===== src/sv/ffprc_pkg.sv =====
package ffprc_pkg;

  // Fixed-point format and field widths
  localparam int FRAC_BITS  = 16;
  localparam int FRAME_BITS = 16;
  localparam int CAP_W      = 16;
  localparam int BASE_W     = 18;
  localparam int SPEED_W    = 20;
  localparam int GAIN_W     = 24;
  localparam int LIMIT_W    = 16;
  localparam int RATE_W     = 19;
  localparam int INTEG_W    = 32;
  localparam int RESID_W    = 24;

  // Configuration port
  localparam int CFG_DATA_W = 24;
  localparam int CFG_IDX_W  = 3;

  // Datapath widths, sized to the largest value each register can hold
  localparam int ERR_W      = FRAC_BITS + 1;           // |error| <= 1.0
  localparam int TERM_W     = LIMIT_W + 1;             // signed clamped p or i term
  localparam int RATE_MAG_W = RATE_W - 1;
  localparam int K_W        = 22;                      // rounded base * speed
  localparam int STEP_W     = 24;                      // |rounded k * rate|
  localparam int MUL_A_W    = 32;
  localparam int MUL_B_W    = 24;
  localparam int PROD_W     = MUL_A_W + MUL_B_W;
  localparam int RND_W      = PROD_W - FRAC_BITS;
  localparam int SUM_W      = 42;                      // residual + step * frames
  localparam int COUNT_W    = SUM_W - FRAC_BITS;
  localparam int QINT_W     = 23;                      // |error * frames / 1000|

  // Shared divider
  localparam int DVD_W      = 33;
  localparam int DVS_W      = 16;

  // Constants of the control law
  localparam int UNITY      = 1 << FRAC_BITS;
  localparam int HALF       = 1 << (FRAC_BITS - 1);
  localparam int DT_DIVISOR = 1000;                    // integration step of 0.001 per frame

  // Sequencer program counter
  localparam int PC_W       = 5;

  // Configuration register indexes
  typedef enum logic [CFG_IDX_W-1:0] {
    REG_CAPACITY    = 3'd0,
    REG_BASE_RATIO  = 3'd1,
    REG_SPEED       = 3'd2,
    REG_PROP_GAIN   = 3'd3,
    REG_INTEG_GAIN  = 3'd4,
    REG_PROP_LIMIT  = 3'd5,
    REG_INTEG_LIMIT = 3'd6
  } reg_idx_t;

  // Configuration register set
  typedef struct packed {
    logic [CAP_W-1:0]   capacity;
    logic [BASE_W-1:0]  base_ratio;
    logic [SPEED_W-1:0] speed;
    logic [GAIN_W-1:0]  prop_gain;
    logic [GAIN_W-1:0]  integ_gain;
    logic [LIMIT_W-1:0] prop_limit;
    logic [LIMIT_W-1:0] integ_limit;
  } cfg_t;

  // Datapath operations, one per microcode step
  typedef enum logic [4:0] {
    OP_NOP,
    OP_LOAD,
    OP_ERR_NUM,
    OP_ERR_DIV,
    OP_ERR_SET,
    OP_MUL_EF,
    OP_INT_DIV,
    OP_INTEG,
    OP_MUL_P,
    OP_PROP,
    OP_MUL_I,
    OP_INT_TERM,
    OP_RATE,
    OP_MUL_K,
    OP_KRATIO,
    OP_MUL_S,
    OP_STEP,
    OP_MUL_SF,
    OP_SUM,
    OP_COUNT,
    OP_RESID,
    OP_EMIT,
    OP_SKIP
  } op_t;

  // Branch conditions
  typedef enum logic [2:0] {
    C_NEXT,
    C_ALWAYS,
    C_NO_ITEM,
    C_SKIP,
    C_DIV_BUSY,
    C_OUT_BUSY
  } cond_t;

  // One microcode word
  typedef struct packed {
    op_t             op;
    cond_t           cond;
    logic [PC_W-1:0] target;
    logic            fin;
  } ucode_t;

  // Sequencer to datapath
  typedef struct packed {
    op_t op;
  } ctrl_t;

  // Datapath to sequencer
  typedef struct packed {
    logic item_in;
    logic skip;
    logic div_busy;
    logic out_busy;
  } stat_t;

  // Divider request and response
  typedef struct packed {
    logic             start;
    logic [DVD_W-1:0] dividend;
    logic [DVS_W-1:0] divisor;
  } div_req_t;

  typedef struct packed {
    logic             busy;
    logic [DVD_W-1:0] quotient;
  } div_rsp_t;

endpackage


===== src/sv/ffprc_if.sv =====
// Request channel: one frame request or restart per item.
interface ffprc_req_if import ffprc_pkg::*; ();
  logic                  valid;
  logic                  ready;
  logic                  operation;
  logic [FRAME_BITS-1:0] requested_frames;
  logic [FRAME_BITS-1:0] fill_frames;

  modport source(output valid, operation, requested_frames, fill_frames, input ready);
  modport sink(input valid, operation, requested_frames, fill_frames, output ready);
endinterface

// Result channel: frame count and rate factor for each request.
interface ffprc_res_if import ffprc_pkg::*; ();
  logic                     valid;
  logic                     ready;
  logic [FRAME_BITS-1:0]    frames_to_read;
  logic signed [RATE_W-1:0] rate_factor;

  modport source(output valid, frames_to_read, rate_factor, input ready);
  modport sink(input valid, frames_to_read, rate_factor, output ready);
endinterface


===== src/sv/ffprc_div.sv =====
// Restoring divider, two quotient bits per cycle. The quotient shifts into
// the dividend register as the dividend bits shift out.
module ffprc_div import ffprc_pkg::*; (
  input  logic     clk,
  input  logic     rst,
  input  div_req_t req,
  output div_rsp_t rsp
);

  localparam int PAD_W = DVD_W + (DVD_W % 2);
  localparam int STEPS = PAD_W / 2;
  localparam int CNT_W = $clog2(STEPS + 1);

  logic [PAD_W-1:0] num;
  logic [DVS_W-1:0] rem;
  logic [DVS_W-1:0] dvs;
  logic [CNT_W-1:0] cnt;
  logic             busy;

  logic [DVS_W:0]   r1, r1s, r2, r2s;
  logic             ge1, ge2;

  // Two chained compare-and-subtract stages
  always_comb begin
    r1  = {rem, num[PAD_W-1]};
    ge1 = (r1 >= {1'b0, dvs});
    r1s = ge1 ? (r1 - {1'b0, dvs}) : r1;
    r2  = {r1s[DVS_W-1:0], num[PAD_W-2]};
    ge2 = (r2 >= {1'b0, dvs});
    r2s = ge2 ? (r2 - {1'b0, dvs}) : r2;
  end

  always_ff @(posedge clk) begin
    if (rst) begin
      busy <= 1'b0;
      cnt  <= '0;
    end else if (req.start) begin
      busy <= 1'b1;
      cnt  <= CNT_W'(STEPS);
      num  <= PAD_W'(req.dividend);
      rem  <= '0;
      dvs  <= req.divisor;
    end else if (busy) begin
      num <= {num[PAD_W-3:0], ge1, ge2};
      rem <= r2s[DVS_W-1:0];
      cnt <= cnt - 1'b1;
      if (cnt == CNT_W'(1)) begin
        busy <= 1'b0;
      end
    end
  end

  assign rsp.busy     = busy;
  assign rsp.quotient = num[DVD_W-1:0];

endmodule


===== src/sv/ffprc_seq.sv =====
// Microcode sequencer: a step counter walks a read-only program. Each word
// names a datapath operation and an optional conditional jump.
module ffprc_seq import ffprc_pkg::*; (
  input  logic  clk,
  input  logic  rst,
  input  stat_t stat,
  output ctrl_t ctrl
);

  // Program step addresses
  localparam logic [PC_W-1:0] S_IDLE     = PC_W'(0);
  localparam logic [PC_W-1:0] S_CHECK    = PC_W'(1);
  localparam logic [PC_W-1:0] S_ERR_NUM  = PC_W'(2);
  localparam logic [PC_W-1:0] S_ERR_DIV  = PC_W'(3);
  localparam logic [PC_W-1:0] S_ERR_WAIT = PC_W'(4);
  localparam logic [PC_W-1:0] S_ERR_SET  = PC_W'(5);
  localparam logic [PC_W-1:0] S_MUL_EF   = PC_W'(6);
  localparam logic [PC_W-1:0] S_INT_DIV  = PC_W'(7);
  localparam logic [PC_W-1:0] S_INT_WAIT = PC_W'(8);
  localparam logic [PC_W-1:0] S_INTEG    = PC_W'(9);
  localparam logic [PC_W-1:0] S_MUL_P    = PC_W'(10);
  localparam logic [PC_W-1:0] S_PROP     = PC_W'(11);
  localparam logic [PC_W-1:0] S_MUL_I    = PC_W'(12);
  localparam logic [PC_W-1:0] S_INT_TERM = PC_W'(13);
  localparam logic [PC_W-1:0] S_RATE     = PC_W'(14);
  localparam logic [PC_W-1:0] S_MUL_K    = PC_W'(15);
  localparam logic [PC_W-1:0] S_KRATIO   = PC_W'(16);
  localparam logic [PC_W-1:0] S_MUL_S    = PC_W'(17);
  localparam logic [PC_W-1:0] S_STEP     = PC_W'(18);
  localparam logic [PC_W-1:0] S_MUL_SF   = PC_W'(19);
  localparam logic [PC_W-1:0] S_SUM      = PC_W'(20);
  localparam logic [PC_W-1:0] S_COUNT    = PC_W'(21);
  localparam logic [PC_W-1:0] S_RESID    = PC_W'(22);
  localparam logic [PC_W-1:0] S_EMIT     = PC_W'(23);
  localparam logic [PC_W-1:0] S_SKIP     = PC_W'(24);

  // Control store
  function automatic ucode_t rom_word(input logic [PC_W-1:0] addr);
    ucode_t w;
    w = '{OP_NOP, C_NEXT, S_IDLE, 1'b1};
    case (addr)
      S_IDLE:     w = '{OP_LOAD,     C_NO_ITEM,  S_IDLE,     1'b0};
      S_CHECK:    w = '{OP_NOP,      C_SKIP,     S_SKIP,     1'b0};
      S_ERR_NUM:  w = '{OP_ERR_NUM,  C_NEXT,     S_IDLE,     1'b0};
      S_ERR_DIV:  w = '{OP_ERR_DIV,  C_NEXT,     S_IDLE,     1'b0};
      S_ERR_WAIT: w = '{OP_NOP,      C_DIV_BUSY, S_ERR_WAIT, 1'b0};
      S_ERR_SET:  w = '{OP_ERR_SET,  C_NEXT,     S_IDLE,     1'b0};
      S_MUL_EF:   w = '{OP_MUL_EF,   C_NEXT,     S_IDLE,     1'b0};
      S_INT_DIV:  w = '{OP_INT_DIV,  C_NEXT,     S_IDLE,     1'b0};
      S_INT_WAIT: w = '{OP_NOP,      C_DIV_BUSY, S_INT_WAIT, 1'b0};
      S_INTEG:    w = '{OP_INTEG,    C_NEXT,     S_IDLE,     1'b0};
      S_MUL_P:    w = '{OP_MUL_P,    C_NEXT,     S_IDLE,     1'b0};
      S_PROP:     w = '{OP_PROP,     C_NEXT,     S_IDLE,     1'b0};
      S_MUL_I:    w = '{OP_MUL_I,    C_NEXT,     S_IDLE,     1'b0};
      S_INT_TERM: w = '{OP_INT_TERM, C_NEXT,     S_IDLE,     1'b0};
      S_RATE:     w = '{OP_RATE,     C_NEXT,     S_IDLE,     1'b0};
      S_MUL_K:    w = '{OP_MUL_K,    C_NEXT,     S_IDLE,     1'b0};
      S_KRATIO:   w = '{OP_KRATIO,   C_NEXT,     S_IDLE,     1'b0};
      S_MUL_S:    w = '{OP_MUL_S,    C_NEXT,     S_IDLE,     1'b0};
      S_STEP:     w = '{OP_STEP,     C_NEXT,     S_IDLE,     1'b0};
      S_MUL_SF:   w = '{OP_MUL_SF,   C_NEXT,     S_IDLE,     1'b0};
      S_SUM:      w = '{OP_SUM,      C_NEXT,     S_IDLE,     1'b0};
      S_COUNT:    w = '{OP_COUNT,    C_NEXT,     S_IDLE,     1'b0};
      S_RESID:    w = '{OP_RESID,    C_NEXT,     S_IDLE,     1'b0};
      S_EMIT:     w = '{OP_EMIT,     C_OUT_BUSY, S_EMIT,     1'b1};
      S_SKIP:     w = '{OP_SKIP,     C_ALWAYS,   S_EMIT,     1'b0};
      default:    w = '{OP_NOP,      C_NEXT,     S_IDLE,     1'b1};
    endcase
    return w;
  endfunction

  logic [PC_W-1:0] pc;
  logic [PC_W-1:0] pc_next;
  ucode_t          word;
  logic            jump;

  assign word    = rom_word(pc);
  assign ctrl.op = word.op;

  // Branch condition select
  always_comb begin
    case (word.cond)
      C_NEXT:     jump = 1'b0;
      C_ALWAYS:   jump = 1'b1;
      C_NO_ITEM:  jump = !stat.item_in;
      C_SKIP:     jump = stat.skip;
      C_DIV_BUSY: jump = stat.div_busy;
      C_OUT_BUSY: jump = stat.out_busy;
      default:    jump = 1'b0;
    endcase
  end

  // Next step: jump target, wrap to the idle step, or fall through
  always_comb begin
    if (jump) begin
      pc_next = word.target;
    end else if (word.fin) begin
      pc_next = S_IDLE;
    end else begin
      pc_next = pc + 1'b1;
    end
  end

  always_ff @(posedge clk) begin
    if (rst) begin
      pc <= S_IDLE;
    end else begin
      pc <= pc_next;
    end
  end

endmodule


===== src/sv/ffprc_dp.sv =====
// Datapath: operand registers, one shared 32x24 multiplier with rounding,
// the controller state and the result register. The sequencer picks the
// operation for each cycle.
module ffprc_dp import ffprc_pkg::*; (
  input  logic             clk,
  input  logic             rst,
  input  ctrl_t            ctrl,
  input  cfg_t             cfg,
  input  div_rsp_t         div_rsp,
  output div_req_t         div_req,
  output stat_t            stat,
  ffprc_req_if.sink        req,
  ffprc_res_if.source      res
);

  localparam int ISUM_W = INTEG_W + 1;

  // Latched request
  logic                  op_reg;
  logic [FRAME_BITS-1:0] frames;
  logic [FRAME_BITS-1:0] fill;

  // Working registers
  logic [CAP_W-1:0]          num_mag;
  logic                      num_neg;
  logic [ERR_W-1:0]          err_mag;
  logic                      err_neg;
  logic [PROD_W-1:0]         prod;
  logic                      prod_neg;
  logic [INTEG_W-1:0]        integ_mag;
  logic signed [TERM_W-1:0]  p_term;
  logic signed [TERM_W-1:0]  i_term;
  logic signed [RATE_W-1:0]  rate;
  logic [RATE_MAG_W-1:0]     rate_mag;
  logic                      rate_neg;
  logic [K_W-1:0]            k;
  logic [STEP_W-1:0]         s_mag;
  logic signed [SUM_W-1:0]   sum;
  logic [COUNT_W-1:0]        count;

  // Controller state
  logic signed [INTEG_W-1:0] error_integral;
  logic signed [RESID_W-1:0] frame_residual;

  // Result register
  logic                      out_valid;
  logic [FRAME_BITS-1:0]     out_frames;
  logic signed [RATE_W-1:0]  out_rate;
  logic                      out_busy;

  assign out_busy           = out_valid && !res.ready;
  assign req.ready          = (ctrl.op == OP_LOAD);
  assign res.valid          = out_valid;
  assign res.frames_to_read = out_frames;
  assign res.rate_factor    = out_rate;

  assign stat.item_in  = req.valid;
  assign stat.skip     = op_reg || (frames == '0);
  assign stat.div_busy = div_rsp.busy;
  assign stat.out_busy = out_busy;

  // Fill clamp and |capacity - 2*fill|
  logic [CAP_W-1:0] fill_c;
  logic [CAP_W:0]   two_fill;
  logic [CAP_W:0]   cap_x;
  logic             num_neg_c;
  logic [CAP_W:0]   num_mag_c;
  logic [DVS_W-1:0] err_dvs;

  always_comb begin
    fill_c    = (fill > cfg.capacity) ? cfg.capacity : fill;
    two_fill  = {fill_c, 1'b0};
    cap_x     = {1'b0, cfg.capacity};
    num_neg_c = (two_fill > cap_x);
    num_mag_c = num_neg_c ? (two_fill - cap_x) : (cap_x - two_fill);
    err_dvs   = (cfg.capacity == '0) ? DVS_W'(1) : DVS_W'(cfg.capacity);
  end

  // Divider requests, rounding half added to the magnitude
  always_comb begin
    div_req.start    = 1'b0;
    div_req.dividend = '0;
    div_req.divisor  = err_dvs;
    case (ctrl.op)
      OP_ERR_DIV: begin
        div_req.start    = 1'b1;
        div_req.dividend = DVD_W'({num_mag, {FRAC_BITS{1'b0}}}) + DVD_W'(err_dvs >> 1);
        div_req.divisor  = err_dvs;
      end
      OP_INT_DIV: begin
        div_req.start    = 1'b1;
        div_req.dividend = DVD_W'(prod[MUL_A_W-1:0]) + DVD_W'(DT_DIVISOR / 2);
        div_req.divisor  = DVS_W'(DT_DIVISOR);
      end
      default: begin
        div_req.start = 1'b0;
      end
    endcase
  end

  // Multiplier operand select, on magnitudes with a separate sign
  logic               mul_en;
  logic [MUL_A_W-1:0] mul_a;
  logic [MUL_B_W-1:0] mul_b;
  logic               mul_neg;

  always_comb begin
    mul_en  = 1'b1;
    mul_a   = '0;
    mul_b   = '0;
    mul_neg = 1'b0;
    case (ctrl.op)
      OP_MUL_EF: begin
        mul_a   = MUL_A_W'(err_mag);
        mul_b   = MUL_B_W'(frames);
        mul_neg = err_neg;
      end
      OP_MUL_P: begin
        mul_a   = MUL_A_W'(err_mag);
        mul_b   = MUL_B_W'(cfg.prop_gain);
        mul_neg = err_neg;
      end
      OP_MUL_I: begin
        mul_a   = integ_mag;
        mul_b   = MUL_B_W'(cfg.integ_gain);
        mul_neg = error_integral[INTEG_W-1];
      end
      OP_MUL_K: begin
        mul_a   = MUL_A_W'(cfg.speed);
        mul_b   = MUL_B_W'(cfg.base_ratio);
        mul_neg = 1'b0;
      end
      OP_MUL_S: begin
        mul_a   = MUL_A_W'(k);
        mul_b   = MUL_B_W'(rate_mag);
        mul_neg = rate_neg;
      end
      OP_MUL_SF: begin
        mul_a   = MUL_A_W'(s_mag);
        mul_b   = MUL_B_W'(frames);
        mul_neg = rate_neg;
      end
      default: begin
        mul_en = 1'b0;
      end
    endcase
  end

  always_ff @(posedge clk) begin
    if (mul_en) begin
      prod     <= PROD_W'(mul_a) * PROD_W'(mul_b);
      prod_neg <= mul_neg;
    end
  end

  // Round-to-nearest of the registered product
  logic [PROD_W-1:0] rnd_sum;
  logic [RND_W-1:0]  rnd;

  assign rnd_sum = prod + PROD_W'(HALF);
  assign rnd     = rnd_sum[PROD_W-1:FRAC_BITS];

  // Integral update with saturation
  logic [QINT_W-1:0]         q_int;
  logic signed [ISUM_W-1:0]  integ_delta;
  logic signed [ISUM_W-1:0]  integ_sum;
  logic signed [INTEG_W-1:0] integ_new;

  always_comb begin
    q_int       = div_rsp.quotient[QINT_W-1:0];
    integ_delta = prod_neg ? -$signed(ISUM_W'(q_int)) : $signed(ISUM_W'(q_int));
    integ_sum   = ISUM_W'(error_integral) + integ_delta;
    if (integ_sum[ISUM_W-1] != integ_sum[INTEG_W-1]) begin
      integ_new = integ_sum[ISUM_W-1] ? {1'b1, {(INTEG_W-1){1'b0}}}
                                      : {1'b0, {(INTEG_W-1){1'b1}}};
    end else begin
      integ_new = integ_sum[INTEG_W-1:0];
    end
  end

  // Clamped proportional and integral magnitudes
  logic [LIMIT_W-1:0] p_clamp;
  logic [LIMIT_W-1:0] i_clamp;

  assign p_clamp = (rnd > RND_W'(cfg.prop_limit)) ? cfg.prop_limit : rnd[LIMIT_W-1:0];
  assign i_clamp = (rnd > RND_W'(cfg.integ_limit)) ? cfg.integ_limit : rnd[LIMIT_W-1:0];

  // Rate = 1 - p - i
  logic signed [RATE_W-1:0] rate_next;

  assign rate_next = $signed(RATE_W'(UNITY)) - RATE_W'(p_term) - RATE_W'(i_term);

  // Residual accumulation, rounding and saturation
  logic signed [SUM_W-1:0] sf_term;
  logic [SUM_W-1:0]        cnt_sum;
  logic signed [SUM_W-1:0] resid_diff;
  logic                    resid_fits;
  logic signed [RESID_W-1:0] resid_sat;

  always_comb begin
    sf_term    = prod_neg ? -$signed(SUM_W'(prod[SUM_W-3:0]))
                          : $signed(SUM_W'(prod[SUM_W-3:0]));
    cnt_sum    = sum + SUM_W'(HALF);
    resid_diff = sum - $signed(SUM_W'({count, {FRAC_BITS{1'b0}}}));
    resid_fits = (&resid_diff[SUM_W-1:RESID_W-1]) || !(|resid_diff[SUM_W-1:RESID_W-1]);
    if (resid_fits) begin
      resid_sat = resid_diff[RESID_W-1:0];
    end else begin
      resid_sat = resid_diff[SUM_W-1] ? {1'b1, {(RESID_W-1){1'b0}}}
                                      : {1'b0, {(RESID_W-1){1'b1}}};
    end
  end

  // Operation execution
  always_ff @(posedge clk) begin
    if (rst) begin
      out_valid      <= 1'b0;
      error_integral <= '0;
      frame_residual <= '0;
    end else begin
      // An emit in the same cycle reloads the result register instead.
      if (out_valid && res.ready && (ctrl.op != OP_EMIT)) begin
        out_valid <= 1'b0;
      end
      case (ctrl.op)
        OP_LOAD: begin
          if (req.valid) begin
            op_reg <= req.operation;
            frames <= req.requested_frames;
            fill   <= req.fill_frames;
          end
        end
        OP_ERR_NUM: begin
          num_mag <= num_mag_c[CAP_W-1:0];
          num_neg <= num_neg_c;
        end
        OP_ERR_SET: begin
          err_mag <= div_rsp.quotient[ERR_W-1:0];
          err_neg <= num_neg;
        end
        OP_INTEG: begin
          error_integral <= integ_new;
        end
        OP_MUL_P: begin
          // The integral magnitude is formed while the multiplier works on p.
          integ_mag <= error_integral[INTEG_W-1] ? INTEG_W'(-error_integral)
                                                 : INTEG_W'(error_integral);
        end
        OP_PROP: begin
          p_term <= prod_neg ? -$signed(TERM_W'(p_clamp)) : $signed(TERM_W'(p_clamp));
        end
        OP_INT_TERM: begin
          i_term <= prod_neg ? -$signed(TERM_W'(i_clamp)) : $signed(TERM_W'(i_clamp));
        end
        OP_RATE: begin
          rate     <= rate_next;
          rate_neg <= rate_next[RATE_W-1];
          rate_mag <= rate_next[RATE_W-1] ? RATE_MAG_W'(-rate_next) : RATE_MAG_W'(rate_next);
        end
        OP_KRATIO: begin
          k <= rnd[K_W-1:0];
        end
        OP_STEP: begin
          s_mag <= rnd[STEP_W-1:0];
        end
        OP_SUM: begin
          sum <= SUM_W'(frame_residual) + sf_term;
        end
        OP_COUNT: begin
          count <= sum[SUM_W-1] ? '0 : cnt_sum[SUM_W-1:FRAC_BITS];
        end
        OP_RESID: begin
          frame_residual <= resid_sat;
        end
        OP_SKIP: begin
          // Restart clears the controller state; an empty request leaves it.
          if (op_reg) begin
            error_integral <= '0;
            frame_residual <= '0;
          end
          count <= '0;
          rate  <= $signed(RATE_W'(UNITY));
        end
        OP_EMIT: begin
          if (!out_busy) begin
            out_valid  <= 1'b1;
            out_frames <= (count > COUNT_W'(cfg.capacity)) ? FRAME_BITS'(cfg.capacity)
                                                           : count[FRAME_BITS-1:0];
            out_rate   <= rate;
          end
        end
        default: begin
        end
      endcase
    end
  end

endmodule


===== src/sv/fifo_fill_pi_rate_control_core.sv =====
// Channel   Dir  Handshake      Payload
// req       in   valid/ready    operation, requested_frames, fill_frames
// res       out  valid/ready    frames_to_read, rate_factor
// cfg       in   cfg_wr_en      cfg_index, cfg_wr_data (no read-back)
//
// A frame request is accepted at the idle step and runs the whole microcode
// program, with two passes through the shared two-bit-per-cycle divider; a
// restart or zero frames jumps from the check step to the skip and emit steps.
// Reset is synchronous and clears the integral, the residual and the result.
// A result waiting on res holds the sequencer at its emit step; req is ready
// only at the idle step.
module fifo_fill_pi_rate_control_core import ffprc_pkg::*; (
  input  logic                  clk,
  input  logic                  rst,
  input  logic                  cfg_wr_en,
  input  logic [CFG_IDX_W-1:0]  cfg_index,
  input  logic [CFG_DATA_W-1:0] cfg_wr_data,
  ffprc_req_if.sink             req,
  ffprc_res_if.source           res
);

  cfg_t     cfg;
  ctrl_t    ctrl;
  stat_t    stat;
  div_req_t div_req;
  div_rsp_t div_rsp;

  // Configuration registers
  always_ff @(posedge clk) begin
    if (rst) begin
      cfg.capacity    <= CAP_W'(4096);
      cfg.base_ratio  <= BASE_W'(UNITY);
      cfg.speed       <= SPEED_W'(UNITY);
      cfg.prop_gain   <= '0;
      cfg.integ_gain  <= '0;
      cfg.prop_limit  <= '0;
      cfg.integ_limit <= '0;
    end else if (cfg_wr_en) begin
      case (cfg_index)
        REG_CAPACITY:    cfg.capacity    <= cfg_wr_data[CAP_W-1:0];
        REG_BASE_RATIO:  cfg.base_ratio  <= cfg_wr_data[BASE_W-1:0];
        REG_SPEED:       cfg.speed       <= cfg_wr_data[SPEED_W-1:0];
        REG_PROP_GAIN:   cfg.prop_gain   <= cfg_wr_data[GAIN_W-1:0];
        REG_INTEG_GAIN:  cfg.integ_gain  <= cfg_wr_data[GAIN_W-1:0];
        REG_PROP_LIMIT:  cfg.prop_limit  <= cfg_wr_data[LIMIT_W-1:0];
        REG_INTEG_LIMIT: cfg.integ_limit <= cfg_wr_data[LIMIT_W-1:0];
        default: begin
        end
      endcase
    end
  end

  ffprc_seq u_seq (
    .clk  (clk),
    .rst  (rst),
    .stat (stat),
    .ctrl (ctrl)
  );

  ffprc_div u_div (
    .clk (clk),
    .rst (rst),
    .req (div_req),
    .rsp (div_rsp)
  );

  ffprc_dp u_dp (
    .clk     (clk),
    .rst     (rst),
    .ctrl    (ctrl),
    .cfg     (cfg),
    .div_rsp (div_rsp),
    .div_req (div_req),
    .stat    (stat),
    .req     (req),
    .res     (res)
  );

endmodule

===== src/flat_wrapper.sv =====
// flat-port wrapper written by rule: the top's interface ports become plain ports
module fifo_fill_pi_rate_control_core_flat import ffprc_pkg::*;
  (clk, rst, cfg_wr_en, cfg_index, cfg_wr_data, req_valid, req_operation, req_requested_frames, req_fill_frames, req_ready, res_valid, res_frames_to_read, res_rate_factor, res_ready);
  ffprc_req_if req_i ();
  ffprc_res_if res_i ();
  input  logic clk;
  input  logic rst;
  input  logic cfg_wr_en;
  input  logic [CFG_IDX_W-1:0] cfg_index;
  input  logic [CFG_DATA_W-1:0] cfg_wr_data;
  input wire logic [$bits(req_i.valid)-1:0] req_valid;
  input wire logic [$bits(req_i.operation)-1:0] req_operation;
  input wire logic [$bits(req_i.requested_frames)-1:0] req_requested_frames;
  input wire logic [$bits(req_i.fill_frames)-1:0] req_fill_frames;
  output wire logic [$bits(req_i.ready)-1:0] req_ready;
  output wire logic [$bits(res_i.valid)-1:0] res_valid;
  output wire logic [$bits(res_i.frames_to_read)-1:0] res_frames_to_read;
  output wire logic [$bits(res_i.rate_factor)-1:0] res_rate_factor;
  input wire logic [$bits(res_i.ready)-1:0] res_ready;
  assign req_i.valid = req_valid;
  assign req_i.operation = req_operation;
  assign req_i.requested_frames = req_requested_frames;
  assign req_i.fill_frames = req_fill_frames;
  assign req_ready = req_i.ready;
  assign res_valid = res_i.valid;
  assign res_frames_to_read = res_i.frames_to_read;
  assign res_rate_factor = res_i.rate_factor;
  assign res_i.ready = res_ready;
  fifo_fill_pi_rate_control_core u_core (.clk(clk), .rst(rst), .cfg_wr_en(cfg_wr_en), .cfg_index(cfg_index), .cfg_wr_data(cfg_wr_data), .req(req_i), .res(res_i));
endmodule

===== config.mk =====
export PLATFORM = sky130hd
export DESIGN_NAME = fifo_fill_pi_rate_control_core_flat
export DESIGN_NICKNAME = d
export VERILOG_FILES = /design/src/sv/ffprc_pkg.sv /design/src/sv/ffprc_if.sv /design/src/sv/ffprc_div.sv /design/src/sv/ffprc_seq.sv /design/src/sv/ffprc_dp.sv /design/src/sv/fifo_fill_pi_rate_control_core.sv /design/src/flat_wrapper.sv
export SDC_FILE = /design/constraint.sdc
export NUM_CORES = 2
export LEC_CHECK = 0
export ABC_AREA = 1
export BUFFER_PORTS_ARGS = -buffer_cell sky130_fd_sc_hd__buf_2
export CAP_MARGIN = 20
export CELL_PAD_IN_SITES_DETAIL_PLACEMENT = 1
export CELL_PAD_IN_SITES_GLOBAL_PLACEMENT = 1
export CORE_MARGIN = 10
export CORE_UTILIZATION = 45
export DETAILED_ROUTE_END_ITERATION = 12
export GPL_TIMING_DRIVEN = 0
export PLACE_DENSITY = 0.83
export SKIP_CTS_REPAIR_TIMING = 1
export SLEW_MARGIN = 20
export SYNTH_ARGS = -nofsm -noshare
export SYNTH_HDL_FRONTEND = slang
export SYNTH_HIERARCHICAL = 1
export SYNTH_SLANG_ARGS = --single-unit

===== constraint.sdc =====
create_clock -name clk -period 10.4 [get_ports clk]
set_input_delay 1.04 -clock clk [delete_from_list [all_inputs] [get_ports clk]]
set_output_delay 1.04 -clock clk [all_outputs]
set_load 0.03 [all_outputs]

Word level (Yosys, flattened, before mapping). Memories as Yosys holds them, arrays and structs flattened. A register that Yosys moved wholly into a read port is not among the register bits. Index checks and enable logic that the tools add are counted.

Register bits after elaboration: 646. Latch bits: 0. Bits in writable memories: 0. ROM bits: 448. Input bits: 65. Output and inout bits: 37. Word-level logic and storage cells: 205. Memories kept: 1.

Memory list: (name not given) (depth 32, width 14, read ports 1, clocked after Yosys merged registers in 1, wr ports 0, line ffprc_seq.sv:41) `case (addr)`.

Add/subtract/negate cells: 21. Multiply operators: 1. Div/mod/pow operators: 0. Magnitude comparators: 7. Equality and inequality tests: 37. Shift-type cells: 0. Multiplexer cells: 46. Bitwise operators: 2. Reduce and logical (&&, ||, !) cells: 48.

Operator list (number): $mux W16 (11); $pmux W32 S5 (1); $pmux W24 S5 (1); $pmux W49 S2 (1); $mux W32 (3); $gt A40 B16 Y1 (2); $mux W24 (3); $mux W33 (2); $pmux W32 S2 (1); $sub A16 B16 Y16 (4); $add A56 B16 Y56 const B (1); $mul A32 B24 Y56 (1); $pmux W26 S2 (1); $pmux W24 S2 (1); $reduce_and A2 Y1 (22); $add A24 B42 Y42 (1); $add A42 B17 Y42 const B (1); $mux W42 (1); $neg A40 Y42 (1); $sub A42 B42 Y42 (1); $eq A5 B4 Y1 const B (8); $pmux W19 S2 (1); $eq A5 B5 Y1 const B (7); $ge A17 B16 Y1 (2); other kinds (43) (84).

Longest topological paths before layout.
Depth after elaboration: 6. Gate-level depth with buffers: 41. Depth with buffers taken out: 39.

Modules after synthesis. Netlist, hierarchy kept.

Modules (own cells, without submodules): ffprc_dp (instances 1, cells an instance 7256, area an instance 56959.6 sq um, seq. area each 12492.0 sq um); fifo_fill_pi_rate_control_core (instances 1, cells an instance 768, area an instance 5383.9 sq um, seq. area each 2682.6 sq um); ffprc_div (instances 1, cells an instance 694, area an instance 5365.1 sq um, seq. area each 2102.0 sq um); ffprc_seq (instances 1, cells an instance 132, area an instance 1016.0 sq um, seq. area each 340.3 sq um).

Worst setup path before layout. OpenSTA, ideal clock, no wires.

Kind: register -> register. From: register, netlist name u_core/u_seq/word[13]. To: register u_core.u_dp.prod[49] (data pin). Library setup time: 0.253 ns. Arrival: 7.897 ns. Data required time: 10.147 ns. Path slack: 2.251 ns. Cell stages (with the launch flop): 37. Path buffers: 5. Clock period less this slack: 8.149 ns. Cells stage by stage: dfxtp_1 buf_4 buf_2 clkinv_1 nand2_1 nor2_1 clkbuf_1 clkbuf_1 a221oi_1 o21ai_1 clkbuf_1 nand2_1 fa_1 inv_1 fa_1 inv_1 fa_1 fa_1 inv_1 fa_1 fa_1 inv_1 fa_1 inv_1 ha_1 a21oi_1 inv_1 a31oi_1 inv_1 a21boi_0 o21ai_0 a21oi_1 o21ai_0 a21boi_0 o21bai_1 nor2_1 nor2_1.

Cells in the longest elaborated chain, start to end: 4. Elaborated cells between the ends (all ways): 11. Those cells by class: 1 x mul; 6 x eq/ne; 2 x mux; 2 x reduce/logical.

Ends and longest elaborated chain: $eq A5 B4 Y1 (tied with other cells) (line ffprc_dp.sv:112) `case (ctrl.op)`; $reduce_or A2 Y1 (no line); $pmux W32 S5 or $pmux W24 S5 (tied branches) (line ffprc_dp.sv:112); $mul A32 B24 Y56 * (line ffprc_dp.sv:151) `prod <= PROD_W'(mul_a) * PROD_W'(mul_b);`; to (signal assigned) (line ffprc_dp.sv:151); to (decl) (line ffprc_dp.sv:28) `logic [PROD_W-1:0] prod;`.

Mark *: on every way between the ends. The rest lies on a longest branch, timed or not. A chain may end at the register's enable or synchronous reset.

Final worst setup path.
From: register, netlist name u_core/u_seq/word[13]. To: register u_core.u_dp.prod[49] (data pin).

Cells in the longest elaborated chain, start to end: 4. Elaborated cells between the ends (all ways): 11. Those cells by class: 1 x mul; 6 x eq/ne; 2 x mux; 2 x reduce/logical.

Ends and longest elaborated chain (line): $eq A5 B4 Y1 (tied with other cells) (ffprc_dp.sv:112); $reduce_or A2 Y1 (no line); $pmux W32 S5 or $pmux W24 S5 (tied branches) (ffprc_dp.sv:112); $mul A32 B24 Y56 * (ffprc_dp.sv:151).

Marks and branches as above.

==> impl_metrics.py <==
metrics = {
    "status": {
        "outcome": "finished clean",
    },
    "detailed_routing": {
        "drtIter0Drc": 5179,
        "wl_per_cell_um": 24.2,
        "drtAntennaViolNets": 0,
        "wirelength_um": 270000,
        "vias": 62500,
        "wirelength_met1_um": 107000,
        "wl_met2_um": 124000,
        "dr.pass1.iters": 6,
        "vias_per_cell": 5.61,
        "drcViolationCount": 0,
        "dr_wl_met3_um": 22400,
        "top_layer": "met5",
    },
    "floorplan": {
        "rows": 143,
        "core_area_sq_um": 152000,
        "die_x_um": 411,
        "start_util_pct": 45.2,
        "dieArea_sq_um": 169000,
        "pin_count": 102,
        "die_y_um": 411,
    },
    "sta": {
        "tightest_slew_ps": 1260,
        "slew_viol_final": 0,
        "final_hold_viol_count": 0,
        "setup_viol": 0,
        "clock-skew-final_ps": 40.2,
        "min_period_ps": 10240,
        "rsz0062_at_grt": "yes",
        "max_freq_ghz": 0.0976,
        "slew-limit-headroom_pct": 15.7,
        "period_share_pct": 98.5,
    },
    "pwr": {
        "p_per_area_nw_per_um2": 180,
        "power_leakage_uw": 0.0365,
        "ir_drop_mv": 0.136,
    },
    "grt": {
        "grt_pass1_vias": 66200,
        "antenna_found_initial": 9,
        "groute.usage.overall_pct": 31.3,
        "gr-total-overflow": 0,
        "grt_pass1_wl_um": 402000,
        "grt_start_max_net_pins": 56,
    },
    "yosys": {
        "yosysWarnings": 6,
        "avgSynthCellArea_sq_um": 7.77,
        "syn_nets": 10000,
        "netlist_area_sq_um": 68600,
        "syn_inst": 8840,
    },
    "worst_setup_path": {
        "end_kind": "flop",
        "cp-start-kind": "flop",
        "crit_type": "flop to flop",
        "critPathSlowestCell": "clkbuf_1",
        "critical-path-max-stage-delay_ps": 660,
        "required_ps": 10820,
        "arrival_ps": 10660,
        "worst-path-max-fanout": 10,
    },
    "clocking": {
        "cts_root_buffer": "clkbuf_16",
        "cts.clk_slew.worst_paths_ps": 60,
        "numCtsBuffers": 71,
        "clock-sinks": 658,
        "cts_tree": "yes",
        "cts.path.max_buffers": 3,
        "insertion_delay_ps": 670,
        "cts_htree_levels": 3,
    },
    "finish": {
        "final_common_cell": "nand2_1",
        "area_growth_pct": 9.38,
        "final_util_pct": 49.5,
        "mostFrequentLayoutCells": "2014 x nand2_1, 1691 x inv_1, 952 x nor2_1",
        "largest_reg_flops": 134,
        "finish.instance_area_sq_um": 75100,
        "fin_nets": 10200,
        "regMostFlops": "u_core/cfg",
        "drive_gt1_share_pct": 7.01,
        "top_regs": "u_core/cfg: 134 flops, u_core/u_dp/prod: 56 flops, u_core/u_dp/sum: 42 flops",
    },
    "worst_hold_path": {
        "worstHoldPathType": "flop to flop",
    },
    "place": {
        "place_congestion": 0.987,
        "port_buffers": 101,
        "place_area_sq_um": 72300,
        "hpwlAfterDp_um": 222000,
    },
    "flow_run": {
        "drv_cap": 0,
    },
}
==> critical path, delay by kind of cell, from the launching register on <==
family / cells / cell delay, ps
AOI/OAI and AO/OA: 6 / 1410
adders and majority gates: 8 / 4170
and+or+nand+nor: 7 / 1530
DFF: 1 / 290
buffers and inverters: 13 / 2550
==> cell type report <==
class / count / area (sq um)
Antenna cell: 5 / 12.5
Buffer: 323 / 1600
Clock buffer: 98 / 2010
Clock inverter: 32 / 363
Fill cell: 18900 / 76600
Inverter: 1727 / 6500
Multi-Input combinational cell: 6130 / 43400
Sequential cell: 658 / 17600
Tap cell: 2030 / 2540
Timing Repair Buffer: 139 / 1020
==> layer usage <==
metal  up-vias  track usage [%]
met4         8             16.1
met3       685             6.75
met1     31300             39.1
met5         -                0
met2      2478             50.9
li1      28000                -
==> where the power goes <==
group	switching, uW	internal, uW	total (uW)
registers	360	3370	3730
logic	5090	2050	7140
clock network	1140	1520	2660
==> final timing paths <==
kind | start | to | slack, ps | cells after the start
max reg2reg | u_core/u_seq/word[13]$_SDFF_PN0_ | u_core/u_dp/prod[49]$_DFFE_PP_ | 160 | 34
min reg2reg | u_core/u_dp/rate[3]$_SDFFCE_PN0P_ | u_core/u_dp/res.rate_factor[3]$_DFFE_PP_ | 410 | 0
max | u_core/u_seq/word[13]$_SDFF_PN0_ | u_core/u_dp/prod[49]$_DFFE_PP_ | 160 | 34
min | u_core/u_dp/rate[3]$_SDFFCE_PN0P_ | u_core/u_dp/res.rate_factor[3]$_DFFE_PP_ | 410 | 0
==> through the flow <==
| step | setup slack, ps | std cells | setup TNS [ps] | total power, uW | hold slack, ps |
|---|---|---|---|---|---|
| after global placement | -1400 | 11000 | -21790 | 10300 | 405 |
| after detailed placement | -941 | 11000 | -7120 | 10600 | 405 |
| after floorplan | 2250 | 8840 | 0 | 8060 | 400 |
| after CTS | -1030 | 11100 | -8380 | 13300 | 415 |
| final | 155 | 11100 | 0 | 13500 | 412 |
| after global routing | -63.4 | 11100 | -63.4 | 14300 | 423 |
Power figures use the tool's default switching activity.
